`src/sv/sll_pkg.sv`:
```
`timescale 1ns / 1ps
// Shared types, token codes and keyword tables for the lexer.
// Used by self_language_lexer; depends on nothing.
package sll_pkg;

   localparam int MAX_LEXEME_DEF   = 128;
   localparam int OFFSET_WIDTH_DEF = 32;
   localparam int NUM_KW           = 15;
   localparam int KW_CHARS         = 18;

   // one input beat
   typedef struct packed {
      logic [7:0] source_byte;
      logic       end_of_source;
   } req_type;

   // one result beat
   typedef struct packed {
      logic [5:0]  token_kind;
      logic [31:0] lexeme_start;
      logic [7:0]  lexeme_length;
      logic        length_saturated;
      logic        last_of_run;
   } rsp_type;

   // token kinds
   localparam logic [5:0] KIND_ERROR    = 6'd0;
   localparam logic [5:0] KIND_IDENT    = 6'd16;
   localparam logic [5:0] KIND_SMALL_KW = 6'd17;
   localparam logic [5:0] KIND_CAP_KW   = 6'd18;
   localparam logic [5:0] KIND_ARG      = 6'd19;
   localparam logic [5:0] KIND_STRING   = 6'd20;
   localparam logic [5:0] KIND_INT      = 6'd22;
   localparam logic [5:0] KIND_REAL     = 6'd23;

   // keyword texts, right aligned, first char in the highest used byte
   localparam logic [8*KW_CHARS-1:0] KW_TEXT [NUM_KW] = '{
      "self", "resend", "_Quit", "_RunScript", "_RemoveAllSlots", "_Clone",
      "_Mirror", "_Print", "_AddSlots:", "_Define:", "_AddSlotsIfAbsent:",
      "_RemoveSlot:", "_Eq:", "_IntAdd:", "_IntDiv:"
   };
   localparam logic [4:0] KW_LEN [NUM_KW] = '{
      5'd4, 5'd6, 5'd5, 5'd10, 5'd15, 5'd6, 5'd7, 5'd6, 5'd10, 5'd8, 5'd18,
      5'd12, 5'd4, 5'd8, 5'd8
   };
   localparam logic [5:0] KW_KIND [NUM_KW] = '{
      6'd1, 6'd2, 6'd4, 6'd5, 6'd9, 6'd11, 6'd14, 6'd15, 6'd3, 6'd6, 6'd7,
      6'd8, 6'd10, 6'd12, 6'd13
   };
   // keywords that end in a colon
   localparam logic [NUM_KW-1:0] KW_COLON = 15'h7F00;

   function automatic logic is_lower(input logic [7:0] c);
      return c >= "a" && c <= "z";
   endfunction

   function automatic logic is_upper(input logic [7:0] c);
      return c >= "A" && c <= "Z";
   endfunction

   function automatic logic is_digit(input logic [7:0] c);
      return c >= "0" && c <= "9";
   endfunction

   function automatic logic is_alpha(input logic [7:0] c);
      return is_lower(c) || is_upper(c);
   endfunction

   function automatic logic ident_cont(input logic [7:0] c);
      return c == "_" || is_alpha(c) || is_digit(c);
   endfunction

   function automatic logic is_e(input logic [7:0] c);
      return c == "e" || c == "E";
   endfunction

   function automatic logic is_sign(input logic [7:0] c);
      return c == "+" || c == "-";
   endfunction

   function automatic logic real_ok(input logic [7:0] p);
      return !(p == "." || is_e(p) || is_sign(p));
   endfunction

   // keyword k has byte c at position p
   function automatic logic kw_char_hit(input int k, input logic [7:0] p,
                                        input logic [7:0] c);
      int idx;
      idx = 0;
      if (p >= 8'(KW_LEN[k])) begin
         return 1'b0;
      end
      idx = (int'(KW_LEN[k]) - 1 - int'(p)) * 8;
      return KW_TEXT[k][idx +: 8] == c;
   endfunction

   // punctuation kind, or the error kind for any other byte
   function automatic logic [5:0] punct_kind(input logic [7:0] c);
      logic [5:0] k;
      case (c)
         "!":     k = 6'd24;
         "@":     k = 6'd25;
         "#":     k = 6'd26;
         "$":     k = 6'd27;
         "%":     k = 6'd28;
         "^":     k = 6'd29;
         "&":     k = 6'd30;
         "*":     k = 6'd31;
         "-":     k = 6'd32;
         "+":     k = 6'd33;
         "=":     k = 6'd34;
         "~":     k = 6'd35;
         "/":     k = 6'd36;
         "?":     k = 6'd37;
         "<":     k = 6'd38;
         ">":     k = 6'd39;
         ",":     k = 6'd40;
         ";":     k = 6'd41;
         "|":     k = 6'd42;
         8'h5C:   k = 6'd43;
         ".":     k = 6'd44;
         "(":     k = 6'd45;
         ")":     k = 6'd46;
         "[":     k = 6'd47;
         "]":     k = 6'd48;
         default: k = KIND_ERROR;
      endcase
      return k;
   endfunction

endpackage

```
`src/sv/self_language_lexer.sv`:
```
`timescale 1ns / 1ps
// Byte-at-a-time lexer: lexeme tracking and a four-entry result queue.
// Depends on sll_pkg.
//
//   channel | ports                          | payload
//   input   | req_valid, req_stall, req_data | sll_pkg::req_type
//   result  | rsp_valid, rsp_stall, rsp_data | sll_pkg::rsp_type
//
// One source byte is taken per cycle unless req_stall is high; its tokens
// (zero to two) enter the result queue at the same edge and leave one per
// cycle from the queue head unless rsp_stall is high. The queue drain sets
// the rate: req_stall rises while three or more beats wait. Synchronous
// reset empties the queue and returns the lexer to idle. A stalled result
// beat holds in the queue; input keeps flowing until three beats wait.
module self_language_lexer #(
   parameter int MAX_LEXEME   = sll_pkg::MAX_LEXEME_DEF,
   parameter int OFFSET_WIDTH = sll_pkg::OFFSET_WIDTH_DEF
) (
   input  logic             clock,
   input  logic             reset,
   input  logic             req_valid,
   output logic             req_stall,
   input  sll_pkg::req_type req_data,
   output logic             rsp_valid,
   input  logic             rsp_stall,
   output sll_pkg::rsp_type rsp_data
);

   localparam logic [7:0] MAX_LEN = 8'(MAX_LEXEME);

   typedef enum logic [7:0] {
      MD_IDLE    = 8'b0000_0001,
      MD_IDENT   = 8'b0000_0010,
      MD_CAP     = 8'b0000_0100,
      MD_ARG     = 8'b0000_1000,
      MD_STRING  = 8'b0001_0000,
      MD_COMMENT = 8'b0010_0000,
      MD_INT     = 8'b0100_0000,
      MD_REAL    = 8'b1000_0000
   } mode_type;

   typedef struct packed {
      mode_type                     mode;
      logic [7:0]                   plen;
      logic [OFFSET_WIDTH-1:0]      pstart;
      logic                         radix;
      logic [7:0]                   prev;
      logic [sll_pkg::NUM_KW-1:0]   kw;
      logic                         ovf;
   } lex_state_type;

   lex_state_type           lex_ff, lex_in;
   logic [OFFSET_WIDTH-1:0] pos_ff, pos_in;

   sll_pkg::rsp_type fifo_ff [4];
   logic [1:0]       wr_ptr_ff, wr_ptr_in, rd_ptr_ff, rd_ptr_in;
   logic [2:0]       count_ff, count_in;

   logic             req_fire, rsp_fire;
   logic [1:0]       push_n;
   sll_pkg::rsp_type slot0, slot1;

   // extend the pending lexeme by one byte
   function automatic lex_state_type append_byte(input lex_state_type s,
                                                 input logic [7:0] c);
      lex_state_type r;
      r = s;
      if (s.mode == MD_IDENT) begin
         for (int k = 0; k < sll_pkg::NUM_KW; k++) begin
            if (!sll_pkg::kw_char_hit(k, s.plen, c)) r.kw[k] = 1'b0;
         end
      end
      if (s.ovf || s.plen >= MAX_LEN) begin
         r.ovf = 1'b1;
         r.kw  = '0;
      end else begin
         r.plen = s.plen + 8'd1;
      end
      r.prev = c;
      return r;
   endfunction

   function automatic lex_state_type begin_lexeme(input lex_state_type s,
                                                  input mode_type m,
                                                  input logic [OFFSET_WIDTH-1:0] p,
                                                  input logic [7:0] c);
      lex_state_type r;
      r        = s;
      r.mode   = m;
      r.pstart = p;
      r.plen   = 8'd0;
      r.ovf    = 1'b0;
      r.kw     = '1;
      return append_byte(r, c);
   endfunction

   function automatic logic [5:0] word_match(input lex_state_type s);
      logic [5:0] w;
      w = sll_pkg::KIND_ERROR;
      for (int k = sll_pkg::NUM_KW - 1; k >= 0; k--) begin
         if (s.kw[k] && 8'(sll_pkg::KW_LEN[k]) == s.plen && !sll_pkg::KW_COLON[k])
            w = sll_pkg::KW_KIND[k];
      end
      return w;
   endfunction

   function automatic logic [5:0] colon_match(input lex_state_type s);
      logic [5:0] w;
      w = sll_pkg::KIND_ERROR;
      for (int k = sll_pkg::NUM_KW - 1; k >= 0; k--) begin
         if (s.kw[k] && 9'(sll_pkg::KW_LEN[k]) == 9'(s.plen) + 9'd1 &&
             sll_pkg::KW_COLON[k])
            w = sll_pkg::KW_KIND[k];
      end
      return w;
   endfunction

   function automatic sll_pkg::rsp_type pend_tok(input logic [5:0] kind,
                                                 input lex_state_type s);
      sll_pkg::rsp_type t;
      t.token_kind       = kind;
      t.lexeme_start     = 32'(s.pstart);
      t.lexeme_length    = s.plen;
      t.length_saturated = s.ovf;
      t.last_of_run      = 1'b0;
      return t;
   endfunction

   assign req_fire  = req_valid && !req_stall;
   assign rsp_fire  = rsp_valid && !rsp_stall;
   assign req_stall = count_ff >= 3'd3;
   assign rsp_valid = count_ff != 3'd0;
   assign rsp_data  = fifo_ff[rd_ptr_ff];

   // lex one byte: continue, restart, flush
   always_comb begin
      lex_state_type    s;
      logic [7:0]       c;
      logic             taken, e1v, e2v, e3v;
      sll_pkg::rsp_type e1, e2, e3;
      logic [5:0]       w;
      logic [1:0]       n;
      s     = lex_ff;
      c     = req_data.source_byte;
      taken = 1'b0;
      e1v   = 1'b0;
      e2v   = 1'b0;
      e3v   = 1'b0;
      e1    = '0;
      e2    = '0;
      e3    = '0;
      w     = sll_pkg::KIND_ERROR;

      // continue the pending lexeme
      case (s.mode)
         MD_IDLE: begin
         end
         MD_IDENT: begin
            if (sll_pkg::ident_cont(c)) begin
               s = append_byte(s, c);
               taken = 1'b1;
            end else begin
               w = word_match(s);
               if (w != sll_pkg::KIND_ERROR) begin
                  e1v = 1'b1; e1 = pend_tok(w, s);
               end else if (c == ":") begin
                  w = colon_match(s);
                  s = append_byte(s, c);
                  e1v = 1'b1;
                  e1 = pend_tok((w != sll_pkg::KIND_ERROR) ? w : sll_pkg::KIND_SMALL_KW, s);
                  taken = 1'b1;
               end else begin
                  e1v = 1'b1; e1 = pend_tok(sll_pkg::KIND_IDENT, s);
               end
               s.mode = MD_IDLE;
            end
         end
         MD_CAP: begin
            s = append_byte(s, c);
            taken = 1'b1;
            if (!sll_pkg::ident_cont(c)) begin
               e1v = 1'b1;
               e1 = pend_tok((c == ":") ? sll_pkg::KIND_CAP_KW : sll_pkg::KIND_ERROR, s);
               s.mode = MD_IDLE;
            end
         end
         MD_ARG: begin
            if ((s.plen == 8'd1) ? (c == "_" || sll_pkg::is_lower(c))
                                 : sll_pkg::ident_cont(c)) begin
               s = append_byte(s, c);
               taken = 1'b1;
            end else begin
               e1v = 1'b1; e1 = pend_tok(sll_pkg::KIND_ARG, s);
               s.mode = MD_IDLE;
            end
         end
         MD_STRING: begin
            s = append_byte(s, c);
            taken = 1'b1;
            if (c == "'") begin
               e1v = 1'b1; e1 = pend_tok(sll_pkg::KIND_STRING, s);
               s.mode = MD_IDLE;
            end
         end
         MD_COMMENT: begin
            s = append_byte(s, c);
            taken = 1'b1;
            if (c == "\"") s.mode = MD_IDLE;
         end
         MD_INT: begin
            if (!s.radix && (c == "." || sll_pkg::is_e(c))) begin
               s = append_byte(s, c);
               s.mode = MD_REAL;
               taken = 1'b1;
            end else if (c == "r" || c == "R") begin
               s = append_byte(s, c);
               s.radix = 1'b1;
               taken = 1'b1;
            end else if (sll_pkg::is_digit(c) || (s.radix && sll_pkg::is_alpha(c))) begin
               s = append_byte(s, c);
               taken = 1'b1;
            end else begin
               s.radix = 1'b0;
               e1v = 1'b1; e1 = pend_tok(sll_pkg::KIND_INT, s);
               s.mode = MD_IDLE;
            end
         end
         MD_REAL: begin
            if (sll_pkg::is_digit(c) ||
                (sll_pkg::is_e(c) && sll_pkg::is_digit(s.prev)) ||
                (sll_pkg::is_sign(c) && sll_pkg::is_e(s.prev))) begin
               s = append_byte(s, c);
               taken = 1'b1;
            end else begin
               s.radix = 1'b0;
               e1v = 1'b1;
               e1 = pend_tok((!sll_pkg::is_e(c) && !sll_pkg::is_sign(c) &&
                              sll_pkg::real_ok(s.prev)) ? sll_pkg::KIND_REAL
                                                        : sll_pkg::KIND_ERROR, s);
               s.mode = MD_IDLE;
            end
         end
         default: s.mode = MD_IDLE;
      endcase

      // start a new lexeme, skip white space, or emit a one-byte token
      if (!taken) begin
         if (c == "_" || sll_pkg::is_lower(c)) begin
            s = begin_lexeme(s, MD_IDENT, pos_ff, c);
         end else if (sll_pkg::is_upper(c)) begin
            s = begin_lexeme(s, MD_CAP, pos_ff, c);
         end else if (c == ":") begin
            s = begin_lexeme(s, MD_ARG, pos_ff, c);
         end else if (c == "'") begin
            s = begin_lexeme(s, MD_STRING, pos_ff, c);
         end else if (c == "\"") begin
            s = begin_lexeme(s, MD_COMMENT, pos_ff, c);
         end else if (c == " " || c == 8'h0A || c == 8'h09) begin
            s = s;
         end else if (sll_pkg::is_digit(c)) begin
            s.radix = 1'b0;
            s = begin_lexeme(s, MD_INT, pos_ff, c);
         end else begin
            e2v = 1'b1;
            e2.token_kind       = sll_pkg::punct_kind(c);
            e2.lexeme_start     = 32'(pos_ff);
            e2.lexeme_length    = 8'd1;
            e2.length_saturated = 1'b0;
            e2.last_of_run      = 1'b0;
         end
      end

      // flush at the end of the source
      pos_in = pos_ff + 1'b1;
      if (req_data.end_of_source) begin
         case (s.mode)
            MD_IDENT: begin
               w = word_match(s);
               e3v = 1'b1;
               e3 = pend_tok((w != sll_pkg::KIND_ERROR) ? w : sll_pkg::KIND_IDENT, s);
            end
            MD_CAP:    begin e3v = 1'b1; e3 = pend_tok(sll_pkg::KIND_ERROR, s); end
            MD_ARG:    begin e3v = 1'b1; e3 = pend_tok(sll_pkg::KIND_ARG, s); end
            MD_STRING: begin e3v = 1'b1; e3 = pend_tok(sll_pkg::KIND_ERROR, s); end
            MD_INT:    begin e3v = 1'b1; e3 = pend_tok(sll_pkg::KIND_INT, s); end
            MD_REAL: begin
               e3v = 1'b1;
               e3 = pend_tok(sll_pkg::real_ok(s.prev) ? sll_pkg::KIND_REAL
                                                      : sll_pkg::KIND_ERROR, s);
            end
            default: begin
            end
         endcase
         s.mode  = MD_IDLE;
         s.radix = 1'b0;
         pos_in  = '0;
      end

      // pack the tokens of this byte into two slots, in order
      n     = 2'(e1v) + 2'(e2v) + 2'(e3v);
      slot0 = e1v ? e1 : (e2v ? e2 : e3);
      slot1 = (e1v && e2v) ? e2 : e3;
      slot0.last_of_run = (n == 2'd1);
      slot1.last_of_run = 1'b1;

      lex_in = s;
      push_n = req_fire ? n : 2'd0;
      if (!req_fire) begin
         lex_in = lex_ff;
         pos_in = pos_ff;
      end
   end

   // queue pointers
   always_comb begin
      wr_ptr_in = wr_ptr_ff + push_n;
      rd_ptr_in = rd_ptr_ff + 2'(rsp_fire);
      count_in  = count_ff + 3'(push_n) - 3'(rsp_fire);
   end

   always_ff @(posedge clock) begin
      if (reset) begin
         lex_ff.mode   <= MD_IDLE;
         lex_ff.plen   <= '0;
         lex_ff.pstart <= '0;
         lex_ff.radix  <= 1'b0;
         lex_ff.prev   <= '0;
         lex_ff.kw     <= '1;
         lex_ff.ovf    <= 1'b0;
         pos_ff        <= '0;
         wr_ptr_ff     <= '0;
         rd_ptr_ff     <= '0;
         count_ff      <= '0;
      end else begin
         lex_ff    <= lex_in;
         pos_ff    <= pos_in;
         wr_ptr_ff <= wr_ptr_in;
         rd_ptr_ff <= rd_ptr_in;
         count_ff  <= count_in;
      end
   end

   // write result beats into the queue
   always_ff @(posedge clock) begin
      if (push_n != 2'd0) fifo_ff[wr_ptr_ff] <= slot0;
      if (push_n == 2'd2) fifo_ff[wr_ptr_ff + 2'd1] <= slot1;
   end

   a_count_bound: assert property (@(posedge clock) disable iff (reset)
      count_ff <= 3'd4) else $error("result queue overfilled");

   a_eos_idle: assert property (@(posedge clock) disable iff (reset)
      (req_fire && req_data.end_of_source) |=> (lex_ff.mode == MD_IDLE && pos_ff == '0))
      else $error("lexer not idle after end of source");

   a_ovf_len: assert property (@(posedge clock) disable iff (reset)
      lex_ff.ovf |-> lex_ff.plen == MAX_LEN) else $error("saturation flag without full length");

   a_ptr_gap: assert property (@(posedge clock) disable iff (reset)
      count_ff[1:0] == wr_ptr_ff - rd_ptr_ff) else $error("queue pointers out of step");

endmodule
```
`config.mk`:
```
export PLATFORM = sky130hd
export DESIGN_NAME = self_language_lexer
export DESIGN_NICKNAME = d
export VERILOG_FILES = /design/src/sv/sll_pkg.sv /design/src/sv/self_language_lexer.sv
export SDC_FILE = /design/constraint.sdc
export NUM_CORES = 1
export LEC_CHECK = 0
export ABC_CLOCK_PERIOD_IN_PS = 6910
export BUFFER_PORTS_ARGS = -buffer_cell sky130_fd_sc_hd__buf_2
export CAP_MARGIN = 10
export CELL_PAD_IN_SITES_DETAIL_PLACEMENT = 2
export CELL_PAD_IN_SITES_GLOBAL_PLACEMENT = 2
export CORE_MARGIN = 5
export CORE_UTILIZATION = 31
export CTS_BUF_LIST = sky130_fd_sc_hd__clkbuf_4
export CTS_CLUSTER_DIAMETER = 100
export CTS_CLUSTER_SIZE = 12
export DETAILED_ROUTE_END_ITERATION = 10
export PLACE_DENSITY = 0.79
export SLEW_MARGIN = 10
export SYNTH_ARGS = -nofsm -noshare
export SYNTH_HDL_FRONTEND = slang
export SYNTH_SLANG_ARGS = --single-unit
```
`constraint.sdc`:
```
create_clock -name clock -period 6.91 [get_ports clock]
set_input_delay 0.691 -clock clock [delete_from_list [all_inputs] [get_ports clock]]
set_output_delay 0.691 -clock clock [all_outputs]
set_load 0.02 [all_outputs]
```
==> impl_metrics.json, run 1 <==
{
  "coreArea_um2": 68300,
  "die-area_um2": 74000,
  "status": "finished, final reports clean",
  "postSynthAreaPerCell_um2": 8.85,
  "arrival_ns": 6.93,
  "nets": 2437,
  "first_pass_iters": 5,
  "critPathLaunchType": "register",
  "criticalPathCategory": "reg -> reg",
  "drc_errors": 0,
  "synth_area_um2": 21300,
  "cts_tree": "built",
  "grt_pass1_wl_um": 144000,
  "drt-initial-drc-count": 1888,
  "vias": 21096,
  "routabilityCongestion": 0.967,
  "powerDensity_nw_per_um2": 259,
  "cp.required_ns": 7.40,
  "hpwl_um": 67500,
  "vdd_drop_max_mv": 0.118,
  "grt_max_degree": 58,
  "p_leak_nw": 7.23,
  "grtUsageTotal_pct": 24.8,
  "num_rows": 96,
  "finalClockSkew_ns": 0.0366,
  "cts.sinks": 304,
  "synth-edff-count": 188,
  "layout_commonest_cell": "nand2_1",
  "die_w_um": 272,
  "fin_setup_tns_ns": 0,
  "drive_gt1_share_pct": 15.9,
  "synthCells": 2403,
  "max_freq_mhz": 155,
  "totalPowerFinal_w": 0.00597,
  "fin_crit_sh_pct": 93.1,
  "io_pins": 63,
  "vias_per_cell": 6.38,
  "layout_common_cells": "nand2_1 (235), nor2_1 (208), edfxtp_1 (188)",
  "ys_seq_elements": 304,
  "drv_slew": 0,
  "hold_viol": 0,
  "layout_min_cycle_time_ns": 6.43,
  "fp.dieH_um": 272,
  "hold_class": "in -> reg",
  "insertion_delay_ns": 0.88,
  "hold_buffers": 0,
  "synthFlopType": "edfxtp_1",
  "antenna_found_initial": 4,
  "setup_viol": 0,
  "async_flop_share_pct": 0,
  "postCtsSetupRepairBufs": 0,
  "ys_warn_count": 0,
  "post_cts_resized": 0,
  "path_max_fanout": 45,
  "totalWireLength_um": 95500,
  "ys_seq_area_share_pct": 37.5,
  "drtAntennaViolNets": 0,
  "synth_cell_type_count": 111,
  "syn-num-nets": 2444,
  "area_delta_synth_final_pct": 8.58,
  "initial_core_util_pct": 31.1,
  "cts_max_level": 1,
  "drv_cap": 0,
  "fillers": 7633,
  "cp-end-kind": "register",
  "cts_made_buffers": 30,
  "clockBufferDepth": 3,
  "worst_slew_pin_slew_ns": 1.22,
  "gr-total-overflow": 0,
  "port-buffer-count": 62,
  "slew_headroom_pct": 17.8,
  "grt_pass1_vias": 22526,
  "rsz0062_at_grt": "no",
  "clk_pin_slew_ns": 0.16,
  "wl_per_cell_um": 28.9,
  "clockRootBuffer": "clkbuf_4"
}
-- final timing paths --
path	startpoint	to	slack [ns]	cells past startpoint
min	req_data[0]	lex_ff[24]$_SDFFE_PP0P_	0.36	3
max	lex_ff[61]$_SDFFE_PP0P_	fifo_ff[3][29]$_DFFE_PP_	0.48	24
max reg2reg	lex_ff[61]$_SDFFE_PP0P_	fifo_ff[3][29]$_DFFE_PP_	0.48	24
min reg2reg	lex_ff[26]$_SDFFE_PP0P_	lex_ff[26]$_SDFFE_PP0P_	0.49	2
-- routing by layer --
metal	vias up	track usage (%)	part of all wire [%]	wire length, um
met3	182	3.25	5.2	5010
met5	-	0	0	0
met4	0	7.95	3.2	3020
met1	10950	31.7	42	40400
met2	700	43.5	49	47000
li1	9264	-	-	-
-- flip-flops by register name (all words and copies together), names as in the netlist --
signal / count
pos_ff: 32
lex_ff: 73
count_ff: 3
wr_ptr_ff: 2
rd_ptr_ff: 2
fifo_ff: 192
-- area by class of cell --
type / count / area, um^2 / share of cell area (%)
Sequential cell: 304 / 7980 / 34.5
Clock inverter: 5 / 37.5 / 0.163
Tap cell: 882 / 1100 / 4.78
Clock buffer: 49 / 368 / 1.59
Inverter: 39 / 158 / 0.683
Multi-Input combinational cell: 1852 / 12300 / 53.2
Antenna cell: 5 / 12.5 / 0.0542
Timing Repair Buffer: 169 / 1150 / 4.98
-- through the flow --
| stage | utilization (%) | std cells | cell area [um^2] | hold slack (ns) | worst slack (ns) |
|---|---|---|---|---|---|
| after floorplan | - | 2403 | 21300 | 0.431 | 0.197 |
| after global placement | 33.2 | 3246 | 22700 | 0.451 | 0.575 |
| after detailed placement | 33.2 | 3246 | 22700 | 0.478 | 0.323 |
| after CTS | 33.8 | 3300 | 23100 | 0.303 | 0.538 |
| after global routing | 33.8 | 3303 | 23100 | 0.319 | 0.0959 |
| final | 33.8 | 3305 | 23100 | 0.360 | 0.476 |
-- Yosys cell counts (12+ instances only) --
cell / instances / area (um^2)
nand2_1: 236 / 886
buf_1: 26 / 97.6
edfxtp_1: 188 / 5650
nor4_1: 27 / 169
and3_1: 31 / 194
nand3_1: 76 / 380
a211o_1: 15 / 131
mux4_2: 48 / 1080
a22oi_2: 39 / 488
buf_2: 23 / 115
nor2_1: 209 / 785
a31oi_1: 24 / 150
or3_1: 27 / 169
clkbuf_1: 147 / 552
and2_1: 12 / 75.1
a22o_1: 13 / 114
nand4_1: 27 / 169
a21oi_1: 182 / 911
a21o_1: 19 / 143
o31ai_1: 18 / 135
o21ai_0: 117 / 586
nor2b_1: 18 / 113
ha_1: 26 / 325
o22ai_1: 176 / 1100
inv_1: 30 / 113
xor2_1: 34 / 298
nor3_1: 67 / 335
a22oi_1: 52 / 390
nand2b_1: 21 / 131
xnor2_1: 49 / 429
a211oi_1: 23 / 173
dfxtp_1: 116 / 2320
-- critical path: stages (launching register included) --
cell        delay (ns)
dfxtp_1           0.38
clkinv_1          0.06
buf_4             0.18
ha_1              0.33
nor4b_2           0.22
buf_4             0.18
nand4_1           0.19
and3_1            0.28
nand4_2           0.12
and3_1            0.24
buf_4             0.18
nand2_2           0.23
o21ai_2           0.11
or2_1             0.26
o41a_4            0.53
inv_2             0.10
fa_1              0.52
nor2_1            0.24
inv_1             0.10
nand2_1           0.16
and3_1            0.35
nor2_1            0.09
buf_4             0.18
clkinvlp_4        0.11
buf_4             0.60
-- cells by family (layout without fill, tap and decap cells) --
family                     Yosys count  in the layout  synth area share (%)
AOI/OAI and AO/OA                  843            843                  27.3
and+or+nand+nor                    838            838                  19.6
DFF                                304            304                  37.5
buffers and inverters              247            262                  4.85
xor gates and xnor gates            83             83                  3.42
muxes                               60             60                  5.68
adders and majority gates           28             28                  1.72
other                                0              5                     0
-- power by group --
part / total, W / switching, W / internal [W]
Clock: 0.00101 / 0.000680 / 0.000325
Sequential: 0.00223 / 0.000144 / 0.00208
Combinational: 0.00274 / 0.00181 / 0.000929
Total: 0.00597 / 0.00263 / 0.00334
No activity file was read; power rests on OpenSTA's default activity.
==> run 2, diff against run 1 <==
ABC_CLOCK_PERIOD_IN_PS = 8109   (was 6910)
PLACE_DENSITY = 0.76   (was 0.79)
clock period = 8.11 ns   (was 6.91 ns; I/O delays follow)
==> impl_metrics.json, run 2 (synthesis results as in run 1) <==
{
  "clk_pin_slew_ns": 0.15,
  "clockBufferDepth": 3,
  "worst_slew_pin_slew_ns": 1.24,
  "wl_per_cell_um": 28.5,
  "vias": 20939,
  "status": "finished, final reports clean",
  "dpl_cell_area_um2": 22500,
  "port-buffer-count": 62,
  "vdd_drop_max_mv": 0.104,
  "p_clk_share_pct": 17.1,
  "reg2reg_depth": 22,
  "criticalPathCategory": "reg -> reg",
  "grtUsageTotal_pct": 24.2,
  "rsz0062_at_grt": "no",
  "arrival_ns": 7.78,
  "p_switching_w": 0.00222,
  "slew_headroom_pct": 17.5,
  "hold_class": "reg -> reg",
  "routabilityCongestion": 0.942,
  "drtAntennaViolNets": 0,
  "largest_reg_flops": 192,
  "powerDensity_nw_per_um2": 222,
  "grt_max_degree": 61,
  "grt_pass1_vias": 22154,
  "insertion_delay_ns": 0.86,
  "layout_commonest_cell": "nand2_1",
  "antenna_found_initial": 6,
  "drc_errors": 0,
  "hp-start": "lex_ff[25]$_SDFFE_PP0P_",
  "critPathLaunchType": "register",
  "drt-initial-drc-count": 1744,
  "layout_min_cycle_time_ns": 7.22,
  "r2r-end": "fifo_ff[1][19]$_DFFE_PP_",
  "crit_start": "lex_ff[59]$_SDFFE_PP0P_",
  "cts.sinks": 304,
  "hold_buffers": 0,
  "fin_setup_tns_ns": 0,
  "fillers": 7602,
  "r2r_setup_slack_ns": 0.89,
  "coreArea_um2": 68300,
  "drv_cap": 0,
  "setup_viol": 0,
  "max_freq_mhz": 138,
  "final_util_pct": 33.5,
  "num_rows": 96,
  "comb_power_share_pct": 45.9,
  "cts_made_buffers": 30,
  "hold_viol": 0,
  "die-area_um2": 74000,
  "vias_per_cell": 6.40,
  "p_leak_nw": 7.13,
  "fp.dieH_um": 272,
  "regMostFlops": "fifo_ff",
  "multi_input_area_um2": 12300,
  "holdPathEnd": "lex_ff[25]$_SDFFE_PP0P_",
  "io_pins": 63,
  "gr-total-overflow": 0,
  "initial_core_util_pct": 31.1,
  "drive_gt1_share_pct": 14.8,
  "ff_latch_area_um2": 7980,
  "r2r_start": "lex_ff[59]$_SDFFE_PP0P_",
  "cp-end-kind": "register",
  "area_delta_synth_final_pct": 7.62,
  "seqPwrFrac_pct": 37.0,
  "clockRootBuffer": "clkbuf_4",
  "reg_top3": "fifo_ff: 192 flops, lex_ff: 73 flops, pos_ff: 32 flops",
  "switching_share_pct": 43.7,
  "hpwl_um": 65100,
  "grt_pass1_wl_um": 141000,
  "cp.required_ns": 8.67,
  "path_max_fanout": 16,
  "layout_common_cells": "nand2_1 (235), nor2_1 (208), edfxtp_1 (188)",
  "die_w_um": 272,
  "nets": 2407,
  "stdcell_area_um2": 22900,
  "totalWireLength_um": 93200,
  "postCtsSetupRepairBufs": 0,
  "first_pass_iters": 5,
  "drv_slew": 0,
  "cts_tree": "built",
  "finalClockSkew_ns": 0.0680,
  "cts_max_level": 1,
  "p_int_w": 0.00287,
  "min_path_cells": 2,
  "post_cts_resized": 0,
  "fin_crit_sh_pct": 89.0
}
==> run 2: cell types whose count changed in the layout (fill, tap and decap cells not counted) <==
cell / before / now
a21o_1: 18 / 19
a21o_2: 1 / 0
buf_12: 3 / 4
buf_4: 104 / 73
bufinv_16: 0 / 1
clkinv_2: 1 / 2
clkinvlp_4: 5 / 2
diode_2: 5 / 3
inv_2: 3 / 6
inv_6: 1 / 0
==> run 2: through the flow <==
stage / setup slack (ns) / total power (W) / hold WS, ns / instances
after floorplan: 1.10 / 0.00344 / 0.431 / 2403
after global placement: 1.09 / 0.00416 / 0.455 / 3216
after detailed placement: 0.866 / 0.00423 / 0.472 / 3216
after CTS: 1.06 / 0.00509 / 0.488 / 3271
after global routing: 0.510 / 0.00534 / 0.485 / 3272
final: 0.889 / 0.00509 / 0.492 / 3274
==> run 2: routing by layer <==
metal	share of wire, %	global-route usage (%)	wire [um]
met1	43	31.8	40300
met2	48	41.7	45000
met3	5.6	3.47	5240
met4	2.9	6.88	2750
met5	0.026	0	24
==> run 2: worst max path at each step <==
| stage | endpoint | slack (ns) | depth (start not counted) |
|---|---|---|---|
| 6_report | fifo_ff[1][19]$_DFFE_PP_ | 0.89 | 22 |
| 5_1_grt | fifo_ff[1][21]$_DFFE_PP_ | 0.51 | 22 |
| 4_1_cts | fifo_ff[1][21]$_DFFE_PP_ | 1.06 | 22 |
| 3_5_place_dp | fifo_ff[1][30]$_DFFE_PP_ | 0.87 | 22 |
| 3_3_place_gp | fifo_ff[1][25]$_DFFE_PP_ | 1.09 | 22 |
| 2_1_floorplan | fifo_ff[1][10]$_DFFE_PP_ | 1.10 | 27 |
==> run 2: power by group through the flow <==
stage	clock (W)	combinational (W)	sequential (W)
3_5_place_dp	0	0.00231	0.00192
4_1_cts	0.000883	0.00232	0.00188
5_1_grt	0.000953	0.00249	0.00190
3_3_place_gp	0	0.00226	0.00190
2_1_floorplan	0	0.00158	0.00186
6_report	0.000873	0.00233	0.00188
==> run 2: worst max-delay path: stages (launching register included) <==
cell and delay [ns]:
dfxtp_1 0.78, inv_1 0.27, ha_1 0.45, nand2_1 0.14, o21ai_1 0.10, a221oi_2 0.31, o21bai_2 0.23, and3_1 0.36
nand3_1 0.18, nor2_1 0.08, o21a_1 0.24, or2_1 0.29, o41a_4 0.62, inv_2 0.26, fa_1 0.57, nor2_1 0.23
inv_1 0.11, nand2_1 0.17, nand2_1 0.13, nor2_1 0.42, nor2_1 0.25, inv_2 0.40, buf_4 0.32
==> run 2: final cells by class <==
cell class	count	area share, %
Multi-Input combinational cell	1852	53.7
Sequential cell	304	34.8
Tap cell	882	4.82
Timing Repair Buffer	139	4.10
Clock buffer	49	1.61
Inverter	39	0.639
Clock inverter	6	0.279
Antenna cell	3	0.0328
==> run 3, diff against run 2 <==
ABC_CLOCK_PERIOD_IN_PS = 6800   (was 8109)
clock period = 6.8 ns   (was 8.11 ns; I/O delays follow)
==> impl_metrics.json, run 3 (synthesis results as in run 1) <==
{
  "grt_pass1_wl_um": 144000,
  "max_stage_delay_ns": 0.78,
  "hpwl_um": 67300,
  "grt_pass1_vias": 22501,
  "slew_headroom_pct": 19.6,
  "rsz0062_at_grt": "no",
  "criticalPathCategory": "reg -> reg",
  "powerDensity_nw_per_um2": 262,
  "area_delta_synth_final_pct": 8.79,
  "num_rows": 96,
  "largest_reg_flops": 192,
  "insertion_delay_ns": 0.86,
  "clockRootBuffer": "clkbuf_4",
  "worst_slew_pin_slew_ns": 1.21,
  "crit_path_top_delay_cell": "nor4_1",
  "port-buffer-count": 62,
  "antenna_found_initial": 4,
  "drc_errors": 0,
  "initial_core_util_pct": 31.1,
  "stdcell_area_um2": 23100,
  "layout_min_cycle_time_ns": 6.22,
  "finalClockSkew_ns": 0.0931,
  "comb_power_share_pct": 45.7,
  "grt_max_degree": 57,
  "die-area_um2": 74000,
  "p_clk_share_pct": 16.8,
  "hold_class": "in -> reg",
  "seqPwrFrac_pct": 37.5,
  "fin_setup_tns_ns": 0,
  "hold_buffers": 0,
  "totalWireLength_um": 95800,
  "status": "finished, final reports clean",
  "vias": 21069,
  "gr-total-overflow": 0,
  "p_switching_w": 0.00266,
  "vdd_drop_max_mv": 0.121,
  "p_leak_nw": 7.26,
  "io_pins": 63,
  "hold_viol": 0,
  "regMostFlops": "fifo_ff",
  "layout_commonest_cell": "nand2_1",
  "max_freq_mhz": 161,
  "cp-end-kind": "register",
  "coreArea_um2": 68300,
  "arrival_ns": 6.76,
  "drv_slew": 0,
  "grtUsageTotal_pct": 24.8,
  "cts_tree": "built",
  "cp.required_ns": 7.34,
  "drtAntennaViolNets": 0,
  "dpl_worst_slack_ns": 0.406,
  "switching_share_pct": 43.8,
  "setup_viol": 0,
  "clockBufferDepth": 3,
  "fin_crit_sh_pct": 91.5,
  "die_w_um": 272,
  "drive_gt1_share_pct": 16.0,
  "path_max_fanout": 35,
  "critPathLaunchType": "register",
  "vias_per_cell": 6.37,
  "cts.sinks": 304,
  "cts_max_level": 1,
  "nets": 2441,
  "postCtsSetupRepairBufs": 0,
  "drt-initial-drc-count": 1710,
  "layout_common_cells": "nand2_1 (235), nor2_1 (208), edfxtp_1 (188)",
  "drv_cap": 0,
  "reg_top3": "fifo_ff: 192 flops, lex_ff: 73 flops, pos_ff: 32 flops",
  "fp.dieH_um": 272,
  "post_cts_resized": 0,
  "routabilityCongestion": 0.977,
  "worstPathCellList": "nor4_1, and3_1, a211oi_2, nand4_2, and3_1, nand3_1, nor2_1, o21a_1, or2_1, o41a_4, inv_2, fa_1, nor2_1, inv_1, nand2_1, nand2_1, nor2_1, nor2_1, clkinvlp_4, buf_12",
  "p_int_w": 0.00341,
  "dpl_cell_area_um2": 22700,
  "path_common_cell": "nor2_1",
  "cts_made_buffers": 30,
  "wl_per_cell_um": 29.0,
  "final_util_pct": 33.9,
  "first_pass_iters": 5,
  "clk_pin_slew_ns": 0.14,
  "worst_slack_ns": 0.581
}
-- run 3: cell types whose count changed in the layout (fill, tap and decap cells not counted), moves of 2 or more --
cell	change
clkbuf_4	+3
clkinv_2	-2
diode_2	-2
buf_4	+35
clkinv_4	+2
inv_2	-3
-- run 3: worst paths after layout --
path	from	to	slack, ns	cells past startpoint
max	lex_ff[62]$_SDFFE_PP0P_	fifo_ff[2][36]$_DFFE_PP_	0.58	20
min	req_data[0]	pos_ff[1]$_SDFFE_PP0P_	0.35	3
max reg2reg	lex_ff[62]$_SDFFE_PP0P_	fifo_ff[2][36]$_DFFE_PP_	0.58	20
min reg2reg	fifo_ff[2][0]$_SDFFE_PP1P_	fifo_ff[2][0]$_SDFFE_PP1P_	0.49	1
-- run 3: area by class of cell --
class,instances,area [um^2]
repair buffers,173,1180
diodes,1,2.50
clock buffers,52,390
clock inverters,4,35.0
well taps,882,1100
inverters,39,158
flip-flops and latches,304,7980
fillers,7638,45200
multi-input cells,1852,12300
-- run 3: metal layers --
layer	wire, um	GRT usage, %	vias to the layer above	share of wire [%]
li1	-	-	9271	-
met5	42	0	-	0.044
met2	46700	43.3	644	49
met4	3740	8.61	6	3.9
met3	5010	3.34	201	5.2
met1	40300	31.5	10947	42
-- run 3: power groups by stage --
stage / Sequential (W) / Clock (W) / Combinational [W]
6_report: 0.00228 / 0.00102 / 0.00277
5_1_grt: 0.00230 / 0.00113 / 0.00296
4_1_cts: 0.00228 / 0.00105 / 0.00276
3_5_place_dp: 0.00232 / 0 / 0.00274
3_3_place_gp: 0.00230 / 0 / 0.00267
2_1_floorplan: 0.00221 / 0 / 0.00189
-- run 3: through the flow --
step                instances  total power, W  hold slack (ns)
global placement         3250         0.00497            0.456
CTS                      3306         0.00609            0.280
global route             3307         0.00639            0.318
detailed placement       3250         0.00506            0.460
finish                   3307         0.00607            0.352
floorplan                2403         0.00410            0.431
-- run 3: worst max-delay path: cells and delay by family, from the launching register on --
kind                     cells  cell delay (ns)
AND/OR/NAND/NOR             12             3.01
buffers and inverters        4             1.11
AO/OA/AOI/OAI                3             0.61
flip-flops                   1             0.50
adder cells (fa/ha/maj)      1             0.62
